File: config.mk
export PLATFORM = sky130hd
export DESIGN_NAME = binary_to_roman_numeral
export DESIGN_NICKNAME = d
export VERILOG_FILES = /design/src/sv/rtn_pkg.sv /design/src/sv/rtn_queue.sv /design/src/sv/rtn_front.sv /design/src/sv/rtn_back.sv /design/src/sv/binary_to_roman_numeral.sv
export SDC_FILE = /design/constraint.sdc
export NUM_CORES = 1
export LEC_CHECK = 0
export ABC_AREA = 1
export ABC_CLOCK_PERIOD_IN_PS = 7050
export BUFFER_PORTS_ARGS = -buffer_cell sky130_fd_sc_hd__buf_2
export CAP_MARGIN = 5
export CORE_UTILIZATION = 60
export CTS_CLUSTER_DIAMETER = 120
export DETAILED_ROUTE_END_ITERATION = 8
export GPL_TIMING_DRIVEN = 1
export PLACE_DENSITY_LB_ADDON = 0.3
export SETUP_SLACK_MARGIN = 0.3
export SLEW_MARGIN = 30
export SYNTH_ARGS = -nofsm -noshare
export SYNTH_HDL_FRONTEND = slang
export SYNTH_SLANG_ARGS = --single-unit
File: constraint.sdc
create_clock -name clk -period 7.05 [get_ports clk]
set_input_delay 1.41 -clock clk [delete_from_list [all_inputs] [get_ports clk]]
set_output_delay 1.41 -clock clk [all_outputs]
set_load 0.02 [all_outputs]
File: src/sv/rtn_pkg.sv
`timescale 1ns / 1ps
`default_nettype none

package rtn_pkg;

    // queue between the classifier and the letter sequencer
    localparam int QDEPTH = 4;
    localparam int QPTR_W = $clog2(QDEPTH);
    localparam int QCNT_W = $clog2(QDEPTH + 1);

    localparam logic [1:0] ST_OK  = 2'd0;
    localparam logic [1:0] ST_BIG = 2'd1;
    localparam logic [1:0] ST_NEG = 2'd2;

    localparam logic [14:0] LIMIT = 15'd4000;

    localparam logic [6:0] ASC_I = 7'h49;
    localparam logic [6:0] ASC_V = 7'h56;
    localparam logic [6:0] ASC_X = 7'h58;
    localparam logic [6:0] ASC_L = 7'h4C;
    localparam logic [6:0] ASC_C = 7'h43;
    localparam logic [6:0] ASC_D = 7'h44;
    localparam logic [6:0] ASC_M = 7'h4D;

    typedef enum logic [1:0] {
        CLS_OK,
        CLS_ZERO,
        CLS_BIG,
        CLS_NEG
    } cls_t;

    typedef enum logic [1:0] {
        SYM_ONE,
        SYM_FIVE,
        SYM_TEN
    } sym_t;

    typedef struct packed {
        cls_t       cls;
        logic [1:0] th;
        logic [3:0] hu;
        logic [3:0] te;
        logic [3:0] un;
    } entry_t;

    // number of letters for one decimal digit
    function automatic logic [2:0] dig_len(input logic [3:0] d);
        logic [2:0] n;
        unique case (d)
            4'd0:    n = 3'd0;
            4'd1:    n = 3'd1;
            4'd2:    n = 3'd2;
            4'd3:    n = 3'd3;
            4'd4:    n = 3'd2;
            4'd5:    n = 3'd1;
            4'd6:    n = 3'd2;
            4'd7:    n = 3'd3;
            4'd8:    n = 3'd4;
            4'd9:    n = 3'd2;
            default: n = 3'd0;
        endcase
        return n;
    endfunction

    // symbol at position pos inside one digit's pattern
    function automatic sym_t dig_sym(input logic [3:0] d, input logic [1:0] pos);
        sym_t s;
        unique case (d)
            4'd4:                s = (pos == 2'd0) ? SYM_ONE : SYM_FIVE;
            4'd5:                s = SYM_FIVE;
            4'd6, 4'd7, 4'd8:    s = (pos == 2'd0) ? SYM_FIVE : SYM_ONE;
            4'd9:                s = (pos == 2'd0) ? SYM_ONE : SYM_TEN;
            default:             s = SYM_ONE;
        endcase
        return s;
    endfunction

    // place 0 thousands, 1 hundreds, 2 tens, 3 units
    function automatic logic [6:0] roman_letter(input logic [1:0] place, input sym_t s);
        logic [6:0] c;
        unique case (place)
            2'd0: c = ASC_M;
            2'd1: c = (s == SYM_ONE) ? ASC_C : ((s == SYM_FIVE) ? ASC_D : ASC_M);
            2'd2: c = (s == SYM_ONE) ? ASC_X : ((s == SYM_FIVE) ? ASC_L : ASC_C);
            2'd3: c = (s == SYM_ONE) ? ASC_I : ((s == SYM_FIVE) ? ASC_V : ASC_X);
            default: c = ASC_M;
        endcase
        return c;
    endfunction

    function automatic logic [1:0] cls_status(input cls_t c);
        logic [1:0] s;
        unique case (c)
            CLS_BIG: s = ST_BIG;
            CLS_NEG: s = ST_NEG;
            default: s = ST_OK;
        endcase
        return s;
    endfunction

endpackage

`default_nettype wire

File: src/sv/rtn_queue.sv
`timescale 1ns / 1ps
`default_nettype none

module rtn_queue
    import rtn_pkg::*;
(
    input  wire logic   clk,
    input  wire logic   rst_n,
    input  wire logic   wr,
    input  wire entry_t wdata,
    output logic        q_full,
    input  wire logic   rd,
    output entry_t      rdata,
    output logic        q_empty
);

    entry_t             mem_reg [QDEPTH];
    logic [QPTR_W-1:0]  wptr_reg, wptr_next;
    logic [QPTR_W-1:0]  rptr_reg, rptr_next;
    logic [QCNT_W-1:0]  cnt_reg, cnt_next;
    logic               do_wr, do_rd;

    assign q_full  = (cnt_reg == QCNT_W'(QDEPTH));
    assign q_empty = (cnt_reg == '0);
    assign do_wr   = wr && !q_full;
    assign do_rd   = rd && !q_empty;
    assign rdata   = mem_reg[rptr_reg];

    always_comb
    begin
        wptr_next = do_wr ? wptr_reg + 1'b1 : wptr_reg;
        rptr_next = do_rd ? rptr_reg + 1'b1 : rptr_reg;
        cnt_next  = cnt_reg;
        if (do_wr && !do_rd)
        begin
            cnt_next = cnt_reg + 1'b1;
        end
        else if (do_rd && !do_wr)
        begin
            cnt_next = cnt_reg - 1'b1;
        end
    end

    always_ff @(posedge clk or negedge rst_n)
    begin
        if (!rst_n)
        begin
            wptr_reg <= '0;
            rptr_reg <= '0;
            cnt_reg  <= '0;
        end
        else
        begin
            wptr_reg <= wptr_next;
            rptr_reg <= rptr_next;
            cnt_reg  <= cnt_next;
        end
    end

    always_ff @(posedge clk)
    begin
        if (do_wr)
        begin
            mem_reg[wptr_reg] <= wdata;
        end
    end

    a_cnt_bound: assert property (@(posedge clk) disable iff (!rst_n)
        cnt_reg <= QCNT_W'(QDEPTH))
        else $error("queue count beyond depth");

    a_cnt_step: assert property (@(posedge clk) disable iff (!rst_n)
        (do_wr && !do_rd) |=> (cnt_reg == $past(cnt_reg) + 1'b1))
        else $error("queue count did not follow a write");

    a_ptr_gap: assert property (@(posedge clk) disable iff (!rst_n)
        (cnt_reg != '0 && cnt_reg != QCNT_W'(QDEPTH)) |-> (wptr_reg != rptr_reg))
        else $error("queue pointers disagree with count");

endmodule

`default_nettype wire

File: src/sv/rtn_front.sv
`timescale 1ns / 1ps
`default_nettype none

module rtn_front
    import rtn_pkg::*;
(
    input  wire logic        clk,
    input  wire logic        rst_n,
    input  wire logic        push,
    input  wire logic [15:0] value,
    output logic             full,
    output logic             q_wr,
    output entry_t           q_data,
    input  wire logic        q_full
);

    // stage 1: class and thousands, stage 2: hundreds, queue write: tens and units
    logic       s1_valid_reg, s1_valid_next;
    cls_t       s1_cls_reg;
    logic [1:0] s1_th_reg;
    logic [9:0] s1_rem_reg;
    logic       s2_valid_reg, s2_valid_next;
    cls_t       s2_cls_reg;
    logic [1:0] s2_th_reg;
    logic [3:0] s2_hu_reg;
    logic [6:0] s2_rem_reg;

    logic        s1_adv, s1_free, s2_free, acc;
    cls_t        in_cls;
    logic [1:0]  in_th;
    logic [11:0] in_sub;
    logic [9:0]  in_rem;
    logic [3:0]  hu;
    logic [9:0]  hu_rem;
    logic [3:0]  te;
    logic [6:0]  te_rem;

    assign q_wr    = s2_valid_reg && !q_full;
    assign s2_free = !s2_valid_reg || q_wr;
    assign s1_adv  = s1_valid_reg && s2_free;
    assign s1_free = !s1_valid_reg || s1_adv;
    assign full    = !s1_free;
    assign acc     = push && s1_free;

    always_comb
    begin
        if (value[15])
        begin
            in_cls = CLS_NEG;
        end
        else if (value[14:0] >= LIMIT)
        begin
            in_cls = CLS_BIG;
        end
        else if (value[14:0] == '0)
        begin
            in_cls = CLS_ZERO;
        end
        else
        begin
            in_cls = CLS_OK;
        end

        if (value[11:0] >= 12'd3000)
        begin
            in_th  = 2'd3;
            in_sub = 12'd3000;
        end
        else if (value[11:0] >= 12'd2000)
        begin
            in_th  = 2'd2;
            in_sub = 12'd2000;
        end
        else if (value[11:0] >= 12'd1000)
        begin
            in_th  = 2'd1;
            in_sub = 12'd1000;
        end
        else
        begin
            in_th  = 2'd0;
            in_sub = 12'd0;
        end
        in_rem = 10'(value[11:0] - in_sub);
    end

    always_comb
    begin
        hu = 4'd0;
        for (int k = 1; k <= 9; k++)
        begin
            if (s1_rem_reg >= 10'(k * 100))
            begin
                hu = 4'(k);
            end
        end
        hu_rem = s1_rem_reg - 10'(hu) * 10'd100;
    end

    always_comb
    begin
        te = 4'd0;
        for (int k = 1; k <= 9; k++)
        begin
            if (s2_rem_reg >= 7'(k * 10))
            begin
                te = 4'(k);
            end
        end
        te_rem     = s2_rem_reg - 7'(te) * 7'd10;
        q_data.cls = s2_cls_reg;
        q_data.th  = s2_th_reg;
        q_data.hu  = s2_hu_reg;
        q_data.te  = te;
        q_data.un  = te_rem[3:0];
    end

    always_comb
    begin
        s1_valid_next = s1_valid_reg;
        if (acc)
        begin
            s1_valid_next = 1'b1;
        end
        else if (s1_adv)
        begin
            s1_valid_next = 1'b0;
        end

        s2_valid_next = s2_valid_reg;
        if (s1_adv)
        begin
            s2_valid_next = 1'b1;
        end
        else if (q_wr)
        begin
            s2_valid_next = 1'b0;
        end
    end

    always_ff @(posedge clk or negedge rst_n)
    begin
        if (!rst_n)
        begin
            s1_valid_reg <= 1'b0;
            s2_valid_reg <= 1'b0;
        end
        else
        begin
            s1_valid_reg <= s1_valid_next;
            s2_valid_reg <= s2_valid_next;
        end
    end

    always_ff @(posedge clk)
    begin
        if (acc)
        begin
            s1_cls_reg <= in_cls;
            s1_th_reg  <= in_th;
            s1_rem_reg <= in_rem;
        end
        if (s1_adv)
        begin
            s2_cls_reg <= s1_cls_reg;
            s2_th_reg  <= s1_th_reg;
            s2_hu_reg  <= hu;
            s2_rem_reg <= hu_rem[6:0];
        end
    end

    a_s2_hold: assert property (@(posedge clk) disable iff (!rst_n)
        (s2_valid_reg && q_full) |=> s2_valid_reg)
        else $error("stage 2 dropped a word while the queue was full");

    a_ok_digits: assert property (@(posedge clk) disable iff (!rst_n)
        (q_wr && q_data.cls == CLS_OK) |-> (q_data.hu <= 4'd9 && q_data.te <= 4'd9
                                            && q_data.un <= 4'd9))
        else $error("decimal digit out of range");

    a_ok_nonzero: assert property (@(posedge clk) disable iff (!rst_n)
        (q_wr && q_data.cls == CLS_OK) |-> (q_data != '0))
        else $error("nonzero value split into all zero digits");

endmodule

`default_nettype wire

File: src/sv/rtn_back.sv
`timescale 1ns / 1ps
`default_nettype none

module rtn_back
    import rtn_pkg::*;
(
    input  wire logic   clk,
    input  wire logic   rst_n,
    input  wire logic   q_empty,
    input  wire entry_t q_data,
    output logic        q_rd,
    input  wire logic   pop,
    output logic        empty,
    output logic [6:0]  letter,
    output logic        letter_valid,
    output logic [1:0]  status,
    output logic        last
);

    logic       act_reg, act_next;
    entry_t     ent_reg;
    logic [1:0] di_reg, di_next;
    logic [1:0] pos_reg, pos_next;

    logic       ov_reg, ov_next;
    logic [6:0] letter_reg;
    logic       lv_reg;
    logic [1:0] status_reg;
    logic       last_reg;

    logic [3:0] dg [4];
    logic [3:0] ld [4];
    logic       special, out_space, emit, fin, found;
    logic [2:0] len;
    logic [1:0] nxt, first;
    logic [6:0] e_letter;
    logic       e_lv;
    logic [1:0] e_status;

    assign empty        = !ov_reg;
    assign letter       = letter_reg;
    assign letter_valid = lv_reg;
    assign status       = status_reg;
    assign last         = last_reg;

    assign out_space = !ov_reg || pop;
    assign emit      = act_reg && out_space;
    assign special   = (ent_reg.cls != CLS_OK);

    always_comb
    begin
        dg[0] = {2'b00, ent_reg.th};
        dg[1] = ent_reg.hu;
        dg[2] = ent_reg.te;
        dg[3] = ent_reg.un;
        ld[0] = {2'b00, q_data.th};
        ld[1] = q_data.hu;
        ld[2] = q_data.te;
        ld[3] = q_data.un;

        len = dig_len(dg[di_reg]);

        // next nonzero place after the current one
        nxt   = di_reg;
        found = 1'b0;
        for (int j = 3; j >= 0; j--)
        begin
            if (2'(j) > di_reg && dg[j] != 4'd0)
            begin
                nxt   = 2'(j);
                found = 1'b1;
            end
        end

        // first nonzero place of the incoming word
        first = 2'd0;
        for (int j = 3; j >= 0; j--)
        begin
            if (ld[j] != 4'd0)
            begin
                first = 2'(j);
            end
        end
    end

    always_comb
    begin
        di_next  = di_reg;
        pos_next = pos_reg;
        fin      = 1'b0;
        e_letter = roman_letter(di_reg, dig_sym(dg[di_reg], pos_reg));
        e_lv     = 1'b1;
        e_status = ST_OK;

        if (special)
        begin
            e_letter = 7'd0;
            e_lv     = 1'b0;
            e_status = cls_status(ent_reg.cls);
            fin      = 1'b1;
        end
        else if ({1'b0, pos_reg} + 3'd1 < len)
        begin
            pos_next = pos_reg + 1'b1;
        end
        else if (found)
        begin
            di_next  = nxt;
            pos_next = 2'd0;
        end
        else
        begin
            fin = 1'b1;
        end

        q_rd = !q_empty && (!act_reg || (emit && fin));

        act_next = act_reg;
        if (q_rd)
        begin
            act_next = 1'b1;
            di_next  = first;
            pos_next = 2'd0;
        end
        else if (emit && fin)
        begin
            act_next = 1'b0;
        end
        else if (!emit)
        begin
            di_next  = di_reg;
            pos_next = pos_reg;
        end

        ov_next = ov_reg;
        if (emit)
        begin
            ov_next = 1'b1;
        end
        else if (pop)
        begin
            ov_next = 1'b0;
        end
    end

    always_ff @(posedge clk or negedge rst_n)
    begin
        if (!rst_n)
        begin
            act_reg <= 1'b0;
            ov_reg  <= 1'b0;
        end
        else
        begin
            act_reg <= act_next;
            ov_reg  <= ov_next;
        end
    end

    always_ff @(posedge clk)
    begin
        di_reg  <= di_next;
        pos_reg <= pos_next;
        if (q_rd)
        begin
            ent_reg <= q_data;
        end
        if (emit)
        begin
            letter_reg <= e_letter;
            lv_reg     <= e_lv;
            status_reg <= e_status;
            last_reg   <= fin;
        end
    end

    a_letter_ok: assert property (@(posedge clk) disable iff (!rst_n)
        (ov_reg && lv_reg) |-> (status_reg == ST_OK && letter_reg != 7'd0))
        else $error("letter word with bad status or empty code");

    a_empty_last: assert property (@(posedge clk) disable iff (!rst_n)
        (ov_reg && !lv_reg) |-> last_reg)
        else $error("word without a letter is not the last of its run");

    a_pos_range: assert property (@(posedge clk) disable iff (!rst_n)
        (act_reg && !special) |-> ({1'b0, pos_reg} < len))
        else $error("letter position past the end of its digit");

endmodule

`default_nettype wire

File: src/sv/binary_to_roman_numeral.sv
`timescale 1ns / 1ps
`default_nettype none

// Signed 16-bit value in, Roman numeral out as a run of ASCII letter words.
// Input side: drive value with push high; the word is taken on an edge where full is low.
// Output side: while empty is low the oldest word sits on letter, letter_valid, status
// and last; it is taken on an edge where pop is high.
// Each value from 1 to 3999 gives one word per letter, last set on the final one.
// Zero gives one empty word with status ok; 4000 and up give status too large and
// negative values give status negative, each as a single word with last set.
// A value passes the two classify stages, the queue, then the sequencer load before
// its first word shows.
// Throughput: the letter sequencer puts out one word per cycle while pop keeps the
// output register free; an item gives 1 to 15 words (3888 is the longest), with the next
// item loaded in the cycle its last word goes out.
// A four-word queue splits the classifier from the sequencer; when pop stays low the
// output register holds, the sequencer stops, the queue fills and full rises.
// Reset clears all valid flags and the queue: empty goes high and full goes low.

module binary_to_roman_numeral
    import rtn_pkg::*;
(
    input  wire logic        clk,
    input  wire logic        rst_n,
    input  wire logic        push,
    input  wire logic [15:0] value,
    output logic             full,
    output logic             empty,
    input  wire logic        pop,
    output logic [6:0]       letter,
    output logic             letter_valid,
    output logic [1:0]       status,
    output logic             last
);

    logic   q_wr, q_rd, q_full, q_empty;
    entry_t q_wdata, q_rdata;

    rtn_front u_front (
        .clk    (clk),
        .rst_n  (rst_n),
        .push   (push),
        .value  (value),
        .full   (full),
        .q_wr   (q_wr),
        .q_data (q_wdata),
        .q_full (q_full)
    );

    rtn_queue u_queue (
        .clk     (clk),
        .rst_n   (rst_n),
        .wr      (q_wr),
        .wdata   (q_wdata),
        .q_full  (q_full),
        .rd      (q_rd),
        .rdata   (q_rdata),
        .q_empty (q_empty)
    );

    rtn_back u_back (
        .clk          (clk),
        .rst_n        (rst_n),
        .q_empty      (q_empty),
        .q_data       (q_rdata),
        .q_rd         (q_rd),
        .pop          (pop),
        .empty        (empty),
        .letter       (letter),
        .letter_valid (letter_valid),
        .status       (status),
        .last         (last)
    );

endmodule

`default_nettype wire
# --- After elaboration in Yosys (flattened, before gate mapping) ---
# Memory sizes are Yosys's and may differ from the RTL's.
# Index checks and enable logic that the tools add are counted.
totals:
  ff_bits: 71
  wordCells: 212
  inputBits: 20
  ram_bits: 64
  n_memories: 2
  latch_bits: 0
  mem_bits_ro: 48
mem_list:
  columns: ["memory", "words", "word_bits", "rd", "rd_ports_with_merged_regs", "wr", "line_no", "source"]
  rows:
  - ["u_queue.mem_reg", 4, 16, 1, 0, 1, "rtn_queue.sv:17", "entry_t mem_reg [QDEPTH];"]
  - ["(no name shown)", 16, 3, 1, 0, 0, "rtn_pkg.sv:49", "unique case (d)"]
classes:
  addsub: 9
  bitwise_logic: 1
  mul: 2
  n_mux: 79
  div: 0
  n_eq_ne: 13
  n_reduce_logical: 51
  order_cmp: 28
  shifts: 0
op_table:
  columns: ["operator", "n"]
  rows:
  - ["2-to-1 mux 2 bit", 24]
  - ["greater-or-equal comparator 10 bit (second input constant)", 4]
  - ["2-to-1 mux 4 bit", 9]
  - ["greater-or-equal comparator 10 x 9 -> 1 bit (second input constant)", 3]
  - ["2-to-1 mux 10 bit", 3]
  - ["2-to-1 mux 3 bit", 10]
  - ["one-hot mux 7 bit (4 select lines)", 1]
  - ["2-to-1 mux 1 bit", 26]
  - ["nonzero test 4 bit", 6]
  - ["greater-or-equal comparator 7 x 6 -> 1 bit (second input constant)", 3]
  - ["greater-or-equal comparator 7 bit (second input constant)", 3]
  - ["2-to-1 mux 7 bit", 3]
  - ["nonzero test 2 bit", 9]
  - ["== test 4 x 3 -> 1 bit (second input constant)", 4]
  - ["greater-or-equal comparator 15 x 12 -> 1 bit (second input constant)", 1]
  - ["logical NOT 15 bit", 1]
  - ["greater-or-equal comparator 7 x 5 -> 1 bit (second input constant)", 2]
  - ["logical AND 1 bit", 14]
  - ["greater-or-equal comparator 12 x 10 -> 1 bit (second input constant)", 1]
  - ["greater-or-equal comparator 12 x 11 -> 1 bit (second input constant)", 1]
  - ["greater-or-equal comparator 12 bit (second input constant)", 1]
  - ["greater-or-equal comparator 10 x 7 -> 1 bit (second input constant)", 1]
  - ["greater-or-equal comparator 10 x 8 -> 1 bit (second input constant)", 1]
  - ["subtractor 10 bit", 1]
  - ["28 further kinds", 51]

# --- Depth between registers and ports, before layout ---
# Gate-level depths: netlist of the first run.
logic_depth:
  depth_word: 16
  depth_mapped: 25
  mapped_depth_nobuf: 24

# --- Cells and area by module ---
# From an unflattened synthesis of the first run, not the netlist that was laid out.
hier_totals:
  cells_unflattened: 675
  hier_area_um2: 6844.1
by_module_without_submodules:
  columns: ["module", "seq_area_each_um2", "cells_each", "n_inst", "area_per_inst_um2"]
  rows:
  - ["rtn_queue", 2097.0, 248, 1, 3022.9]
  - ["rtn_front", 920.9, 245, 1, 2054.5]
  - ["rtn_back", 930.9, 182, 1, 1766.7]

# --- Worst setup path before layout of the first run ---
# Ideal clock, no wire load.
synth_path:
  path_type: "in2reg"
  start: "in value[5]"
  end: "reg u_front.s1_rem_reg[9], data pin"
  required_ps: 6787
  path_buffers: 0
  setup_time_ps: 263
  slack_ps: 3690
  path_stages: 15
  arrival_ps: 3097
  path_cell_list: "or2_2 -> nand3_1 -> nand2_1 -> inv_1 -> a21oi_1 -> inv_1 -> ha_1 -> inv_1 -> fa_1 -> nand3_1 -> nand2_1 -> nand2_1 -> nand2_1 -> a21oi_1 -> xor2_1"
synth_between:
  elab_chain_cells: 5
  word_cells_on_any_way: 7
  classes_between: "1 x add/sub; 3 x order compare; 3 x mux"
synth_rtl:
  columns: ["element", "line_no", "source"]
  rows:
  - ["start: declaration", "binary_to_roman_numeral.sv:26", "input wire logic [15:0] value,"]
  - ["greater-or-equal comparator 12 x 10 -> 1 bit", "rtn_front.sv:74", "else if (value[11:0] >= 12'd1000)"]
  - ["2-to-1 mux 10 bit", "rtn_front.sv:74", null]
  - ["2-to-1 mux 10 bit", "rtn_front.sv:69", "else if (value[11:0] >= 12'd2000)"]
  - ["2-to-1 mux 10 bit", "rtn_front.sv:64", "if (value[11:0] >= 12'd3000)"]
  - ["subtractor 10 bit *", "rtn_front.sv:84", "in_rem = 10'(value[11:0] - in_sub);"]
  - ["named net u_front.in_rem[9]", "rtn_front.sv:32", "logic [9:0] in_rem;"]
  - ["end signal: assignment", "rtn_front.sv:161", "s1_rem_reg <= in_rem;"]
  - ["end: declaration", "rtn_front.sv:21", "logic [9:0] s1_rem_reg;"]
# Mark *: on every way through the listed nets, which the timed path passes. The rest lies on a longest branch.
# A chain may end at the register's enable or synchronous reset.

# --- Worst setup path in the final report of the first run ---
layout_path:
  start: "reg u_back.di_reg[1]"
  end: "reg u_queue.cnt_reg[2]"
layout_between:
  elab_chain_cells: 16
  word_cells_on_any_way: 30
  classes_between: "5 x order compare; 11 x mux; 1 x bitwise; 12 x reduce/logical; 1 x memory"
layout_rtl:
  columns: ["element", "line_no", "source"]
  rows:
  - ["start: declaration", "rtn_back.sv:22", "logic [1:0] di_reg, di_next;"]
  - ["start signal: assignment", "rtn_back.sv:162", "di_reg <= di_next;"]
  - ["branches (longest 7 deep; another with memory (16 x 3 bit))", null, null]
  - ["2-to-1 mux 1 bit *", "rtn_back.sv:102", "else if ({1'b0, pos_reg} + 3'd1 < len)"]
  - ["2-to-1 mux 1 bit *", "rtn_back.sv:95", "if (special)"]
  - ["logical AND 1 bit *", "rtn_back.sv:116", "q_rd = !q_empty && (!act_reg || (emit && fin));"]
  - ["logical OR 1 bit *", "rtn_back.sv:116", null]
  - ["logical AND 1 bit *", "rtn_back.sv:116", null]
  - ["logical AND 1 bit *", "rtn_queue.sv:26", "assign do_rd = rd && !q_empty;"]
  - ["logical NOT 1 bit", "rtn_queue.sv:34", "if (do_wr && !do_rd)"]
  - ["logical AND 1 bit", "rtn_queue.sv:34", null]
  - ["2-to-1 mux 3 bit / nonzero test 2 bit (equally long branches)", null, null]
  - ["end signal: assignment", "rtn_queue.sv:56", "cnt_reg <= cnt_next;"]
  - ["end: declaration", "rtn_queue.sv:20", "logic [QCNT_W-1:0] cnt_reg, cnt_next;"]
# Every way passes the cells marked *. The select of a mux whose other input is x is not followed.

==> results.md, run 1 <==
- Status: completed
- CTS tree: built
- Non-Filler Instances: approximately 860
- Crit path kind: flip-flop to flip-flop
- Clk root buf: clkbuf_8
- Clock transition at path regs: approximately 0.060 ns
- Layout cells sized above 1: 14.4%
- Crit path max fanout: 11
- Vias in the first global route: 4370
- Worst reg-to-reg path cell count: 22
- Clock skew: between 0.008 and 0.009 ns
- Syn nets: 710
- Power share of the clock group: around 23%
- CTS max path bufs: 2
- Async SR Flop Fraction: under 10%
- Worst Hold Path Cells: 0
- Die width: ~110 um
- WP buf/inv: 4
- Post-CTS Hold Buffers: 0
- Initial antenna violation count: 0
- DRC errors left: 0
- Most frequent CP cell: nand2_2
- Gpl congestion: around 0.94
- Number of synthesized flops with an enable pin: 121
- DIE HEIGHT: 107 um
- Placed cells: 823
- Die area: ~12000 um^2
- Top delay family on crit path: simple AND/OR/NAND/NOR gates
- Synthesis-to-finish area growth: 12.9%
- Wirelength, routed: 11900 um
- Post-synth top flop: edfxtp_1
- Pre-CTS setup slack: 3.35 ns
- Fin nets: 747
- Period utilisation layout: between 50% and 60%
- Slowest cell delay on critical path: between 0.6 and 0.7 ns
- Cell Area, Synth: 6650 um^2
- Commonest non-fill, non-tap cell in the layout: nand2_1
- RSZ-0062 raised after global routing: no
- YS warnings: 0
- Leading cell types in the layout, fill and taps excluded: nand2_1 (168), edfxtp_1 (121), inv_1 (92)
- Detailed Routing Iterations Pass 1: 5
- Fin Setup TNS: 0 ns
- Largest net degree at the start of global routing: 42
- Critical Path Slowest Stage Cell: edfxtp_1
- Synth cell types: 43
- WP depth: 22
- H-tree levels: 4
- Mean post-synth cell area: around 10 um^2
- Min-Delay Path Class: flip-flop to flip-flop
- Slew Limit Fails: 0
- Finish-stage setup viols: 0
- Area after DPL: about 7000 um^2
- Worst hold margin: ~0.43 ns
- Share of power burned in registers: 39.1%
- Max IR drop VDD: 0.280 mV
- Max FFs per register: 64
- Clock sinks: 134
- Cells along the critical path: inv_1, nand3_1, nand2_1, nor2_4, inv_2, nand2_2, nor2_4, a211oi_1, ha_1, nand2_1, inv_1, nand2_2, nand3_2, nand3_2, nand2_2, nand2_2, ha_1, inv_1, fa_1, a21oi_1, o21ai_0, xor2_1
- Share of the synthesized area in the top cell type: 54.7%
- I/O pin total: 33
- Wire per inst: 14.0 um
- Post-layout power: 3.83 mW
- Fin util: 69.2%
- Crit path time final: about 3.7 ns
- Worst slew pin tran: 0.971 ns
- Sw Ratio: 38.4%
- Fin area: 7510 um^2
- Critical Path End Type: flip-flop
- Sw Pwr: 1.47 mW
- Vias/cell: between 5 and 6
- Detailed Route Iter0 Violations: 273
- Area contributors post-synth: edfxtp_1 (55%), nand2_1 (9.5%), inv_1 (5.2%), dfrtp_1 (4.1%), ha_1 (4.0%)
- Max Cap Viol: 0
- Num CTS Buffers: 17
- DRT antenna net count: 0
- Share of total power in combinational logic: a little under two fifths
- Worst setup margin: ~3.4 ns
- Post-CTS Setup Bufs: 0
- Worst setup SP type: flip-flop
- Std-Cell Rows: 38
- DP HPWL: just over 8000 um
- Fmax: 272 MHz
- Int Pwr: 2.36 mW
- Post-synthesis sequential area ratio: 59.4%
- Power Dens Cells: just over 500 nW/um^2
- Global-route wire length before repair: ~20000 um
- Worst slew margin: roughly a third
- Global route total overflow: 0
- Skew-Pair Late Insertion Delay: 0.53 ns
- Final Hold Viols: 0
- Yosys reg bits: 134
- # resized after CTS: 0
- Core area: approximately 11000 um^2
- CP required: 7.44 ns
- Synth area leader: edfxtp_1
- P_leak: 3.27 nW
- Initial core utilization: 61.3%
- Post-synthesis cell count: 665
- Gr usage total: 22.6%
- Crit path arrival time: 4.07 ns
- Vias: roughly 4600
- Count of buffers from port buffering: 31
- Antenna diode count: 0
[power by group through the flow]
stage | registers, mW | logic, mW | clock network, mW
final | 1.50 | 1.45 | 0.887
after global routing | 1.53 | 1.63 | 0.933
after global placement | 1.49 | 1.36 | 0
after detailed placement | 1.51 | 1.43 | 0
after floorplan | 1.46 | 1.14 | 0
after CTS | 1.49 | 1.45 | 0.897
[path summary, 6_finish.rpt]
path / from / endpoint / slack (ns)
setup / recovery: u_back.di_reg[1] / u_queue.cnt_reg[2] / 3.37
hold / removal: u_front.s1_rem_reg[0] / u_front.s2_rem_reg[0] / 0.43
setup reg to reg: u_back.di_reg[1] / u_queue.cnt_reg[2] / 3.37
hold reg to reg: u_front.s1_rem_reg[0] / u_front.s2_rem_reg[0] / 0.43
max in group asynchronous: rst_n / u_queue.rptr_reg[1] / 6.09
min in group asynchronous: rst_n / u_back.ov_reg / 0.75
[worst register-to-register path, stage by stage (launching register included)]
cell      delay, ns
edfxtp_1       0.62
inv_1          0.15
nand3_1        0.10
nand2_1        0.09
nor2_4         0.13
inv_2          0.08
nand2_2        0.08
nor2_4         0.04
a211oi_1       0.27
ha_1           0.29
nand2_1        0.07
inv_1          0.04
nand2_2        0.08
nand3_2        0.08
nand3_2        0.09
nand2_2        0.05
nand2_2        0.22
ha_1           0.20
inv_1          0.07
fa_1           0.38
a21oi_1        0.15
o21ai_0        0.12
xor2_1         0.16
[cell usage after synthesis, types with 2 or more instances]
cell and count:
buf_6 3, nor3_1 5, edfxtp_1 121, fa_1 4
buf_2 10, o22ai_1 2, nor2_2 4, xnor2_1 5
nand3_1 42, or2_2 2, inv_2 3, xor2_1 11
nand4_1 2, nand2_2 15, ha_1 21, dfxtp_1 2
nand3b_1 2, o211ai_1 3, o21ai_1 4, nor2_1 51
dfrtp_1 11, inv_1 92, nor2_4 4, nand3_2 3
nand2_1 168, a21oi_1 29, o21ai_0 27, nor4_1 3
o21ai_2 2
[routing by layer]
| layer | up-vias | share of wire (%) | global-route usage [%] |
|---|---|---|---|
| li1 | 2277 | - | - |
| met1 | 2130 | 40 | 25.0 |
| met2 | 156 | 54 | 41.0 |
| met3 | 24 | 5.1 | 5.57 |
| met4 | 0 | 1.8 | 9.69 |
| met5 | - | 0 | 0 |
[layout make-up]
cell class              count  area, um^2
flip-flops and latches    134        3950
fillers                   749        3330
multi-input cells         420        2250
clock buffers              18         418
inverters                  97         369
clock inverters            14         184
well taps                 140         175
repair buffers             32         163
[kinds of logic (layout without fill, tap and decap cells)]
logic type / count (synthesis) / count (layout) / synth area share (%)
XOR/XNOR: 16 / 16 / 2.11
other: 1 / 1 / 0.0564
AND/OR/NAND/NOR: 303 / 303 / 20.0
flip-flops: 134 / 134 / 59.4
AO/OA/AOI/OAI: 74 / 74 / 6.15
adder cells (fa/ha/maj): 25 / 25 / 5.16
multiplexers: 1 / 1 / 0.169
buffers and inverters: 111 / 161 / 6.93
(Power assumes the default switching activity.)
==> inputs of run 2 (changes only) <==
--- a/config.mk
+++ b/config.mk
@@ -5,8 +5,8 @@
 export SDC_FILE = /design/constraint.sdc
 export NUM_CORES = 1
 export LEC_CHECK = 0
-export ABC_AREA = 1
-export ABC_CLOCK_PERIOD_IN_PS = 7050
+export ABC_AREA = 0
+export ABC_CLOCK_PERIOD_IN_PS = 3780
 export BUFFER_PORTS_ARGS = -buffer_cell sky130_fd_sc_hd__buf_2
 export CAP_MARGIN = 5
 export CORE_UTILIZATION = 60
==> constraint.sdc (replaced) <==
create_clock -name clk -period 3.78 [get_ports clk]
set_input_delay 0.756 -clock clk [delete_from_list [all_inputs] [get_ports clk]]
set_output_delay 0.756 -clock clk [all_outputs]
set_load 0.02 [all_outputs]
==> run 2 against run 1 <==
Sequential share of layout area grew 0.84 points. Non-clock buffer count is 23 higher. Synthesized cell count fell by 33%. Setup slack worse by 3.1 ns. Count of clock-buffer cells in the layout shrank 1. Flip-flop and latch count unchanged.
==> results.md, run 2 <==
- Core area: 10200 um^2
- Async SR Flop Fraction: 8.21%
- Status: completed
- Area contributors post-synth: edfxtp_1 (58%), mux4_2 (6.4%), dfrtp_1 (4.4%), ha_1 (4.2%), xnor2_1 (2.4%)
- Worst slew pin tran: 0.898 ns
- Initial core utilization: 61.5%
- Antenna diode count: 0
- Number of synthesized flops with an enable pin: 121
- Wirelength, routed: 12900 um
- Power Dens Cells: 979 nW/um^2
- P_leak: between 2 and 3 nW
- Syn nets: approximately 490
- Power share of the clock group: 22.6%
- Vias in the first global route: 3976
- CP required: 4.23 ns
- Post-synthesis cell count: 448
- Global route total overflow: 0
- Pre-CTS setup slack: 0.196 ns
- Fmax: 288 MHz
- Count of buffers from port buffering: 31
- Wire per inst: 19.7 um
- Initial antenna violation count: 0
- Critical Path End Type: flip-flop
- Share of total power in combinational logic: 37.8%
- CTS max path bufs: 2
- I/O pin total: 33
- Cells along the critical path: buf_6, and3b_2, a21oi_4, nand2_1, or3_4, ha_4, nor3b_2, o2111a_1, nor2_2, a21oi_4, ha_2, inv_1, fa_2, xor2_1, nor2_1, xor2_1
- CTS tree: built
- Slowest cell delay on critical path: 0.48 ns
- Fin nets: 549
- Int Pwr: 4.67 mW
- Share of power burned in registers: about 40%
- Skew-Pair Late Insertion Delay: 0.52 ns
- Crit path time final: 3.47 ns
- Post-synth top flop: edfxtp_1
- Critical Path Slowest Stage Cell: edfxtp_1
- Clock transition at path regs: around 0.060 ns
- Top-count cell post-synth: edfxtp_1
- Yosys reg bits: approximately 130
- Global-route wire length before repair: 20200 um
- Num CTS Buffers: 17
- Fin Setup TNS: 0 ns
- Clk root buf: clkbuf_8
- Period utilisation layout: 91.8%
- Leading cell types in the layout, fill and taps excluded: edfxtp_1 (121), inv_1 (33), buf_2 (31)
- Worst hold margin: between 0.08 and 0.09 ns
- Synthesis-to-finish area growth: 17.4%
- RSZ-0062 raised after global routing: yes
- Mean post-synth cell area: 14.1 um^2
- Gpl congestion: 0.866
- Finish-stage setup viols: 0
- DP HPWL: 7700 um
- Sw Pwr: 2.56 mW
- Max IR drop VDD: 0.495 mV
- Slew Limit Fails: 0
- Die width: 104 um
- Largest net degree at the start of global routing: 20
- DIE HEIGHT: 104 um
- Final Hold Viols: 0
- Crit path arrival time: 3.92 ns
- Crit path max fanout: 7
- Worst setup margin: 0.312 ns
- Worst setup SP type: flip-flop
- Die area: 10900 um^2
- Share of the synthesized area in the top cell type: 57.7%
- DRC errors left: 0
- Synth cell types: 65
- Layout cells sized above 1: around 25%
- Max Cap Viol: 0
- Fillers: 630
- Cell Area, Synth: 6290 um^2
- Clock skew: around 0.0056 ns
- Fin util: 72.2%
- Std-Cell Rows: 37
- DRT antenna net count: 0
- Synth area leader: edfxtp_1
- Post-synthesis sequential area ratio: 62.7%
- Detailed Routing Iterations Pass 1: 4
- Crit path kind: flip-flop to flip-flop
- Post-CTS Hold Buffers: 0
- Vias: 3955
- Worst slew margin: 40.2%
- Max FFs per register: 64
- Commonest non-fill, non-tap cell in the layout: edfxtp_1
- Vias/cell: 6.07
- H-tree levels: 4
- Gr usage total: about a quarter
- YS warnings: 0
- Clock sinks: 134
- Post-synth top cells: edfxtp_1 (121), inv_1 (33), nor2_1 (30), a21oi_1 (24), ha_1 (21)
- Detailed Route Iter0 Violations: 328
- Sw Ratio: 35.4%
- Min-Delay Path Class: input port to async pin
run 2: cell count changes after synthesis, sizes merged, moves of 6 or more:
cell / delta
a21o: +8
and2: +6
buf: -7
clkbuf: +11
inv: -61
mux4: +18
nand2: -167
nand3: -41
nor2: -29
nor4: +7
o21ai: -17
xnor2: +12
xor2: -6
run 2: final timing paths:
kind,startpoint,to,slack [ns],cells after the start
min,rst_n,u_queue.wptr_reg[0],0.09,1
min in group clk,u_front.s1_th_reg[1],u_front.s2_th_reg[1],0.43,0
max in group asynchronous,rst_n,u_front.s2_valid_reg,3.49,1
max,u_back.di_reg[1],u_queue.cnt_reg[2],0.31,16
max reg2reg,u_back.di_reg[1],u_queue.cnt_reg[2],0.31,16
min reg2reg,u_front.s1_th_reg[1],u_front.s2_th_reg[1],0.43,0
run 2: cell type report:
| class | count | area [um^2] | share of cell area (%) |
|---|---|---|---|
| sequential | 134 | 3950 | 53.4 |
| multi-input combinational | 261 | 2200 | 29.8 |
| clock buffer | 17 | 414 | 5.61 |
| timing repair buffer | 55 | 347 | 4.69 |
| clock inverter | 14 | 176 | 2.39 |
| tap | 136 | 170 | 2.30 |
| inverter | 35 | 131 | 1.78 |
run 2: per-layer routing:
| metal | global-route usage (%) | part of all wire (%) |
|---|---|---|
| met1 | 27.9 | 39 |
| met2 | 45.7 | 54 |
| met3 | 6.08 | 4.4 |
| met4 | 10.8 | 3.3 |
| met5 | 0 | 0 |
run 2: power by group through the flow:
stage	clock network [mW]	logic (mW)	registers, mW
finish	1.63	2.73	2.87
global route	1.71	3.00	2.92
CTS	1.66	2.50	2.85
detailed placement	0	2.35	2.87
global placement	0	2.25	2.83
floorplan	0	1.90	2.68
run 2: cell families (layout without fill, tap and decap cells):
group	count (synthesis)	after routing	synth area share (%)
other	1	1	0.0596
buffers and inverters	53	121	3.38
DFF	134	134	62.7
and+or+nand+nor	107	107	9.12
AOI/OAI and AO/OA	84	84	9.08
adders and majority gates	26	26	5.61
xor gates and xnor gates	22	22	3.06
muxes	21	21	6.96
run 2: repair_timing:
item / CTS / global route
buffers inserted: 6 / 11
resized for setup: 6 / 11
pin swaps: 2 / 6
setup endpoints to repair: 2 / 3
run 2: per-stage QoR:
step           instances  total power [mW]  area [um^2]
2_1_floorplan        448              4.58         6300
3_3_place_gp         604              5.08         6600
3_5_place_dp         604              5.22         6600
4_1_cts              641              7.01         7270
5_1_grt              652              7.63         7390
6_report             652              7.24         7390
run 2: critical path, delay by kind of cell, from the launching register on:
kind,cells,cell delay [ns]
compound gates,3,0.58
xor+xnor,2,0.31
buf+inv,2,0.23
simple gates,6,1.08
flops,1,0.48
fa+ha+maj,3,0.70
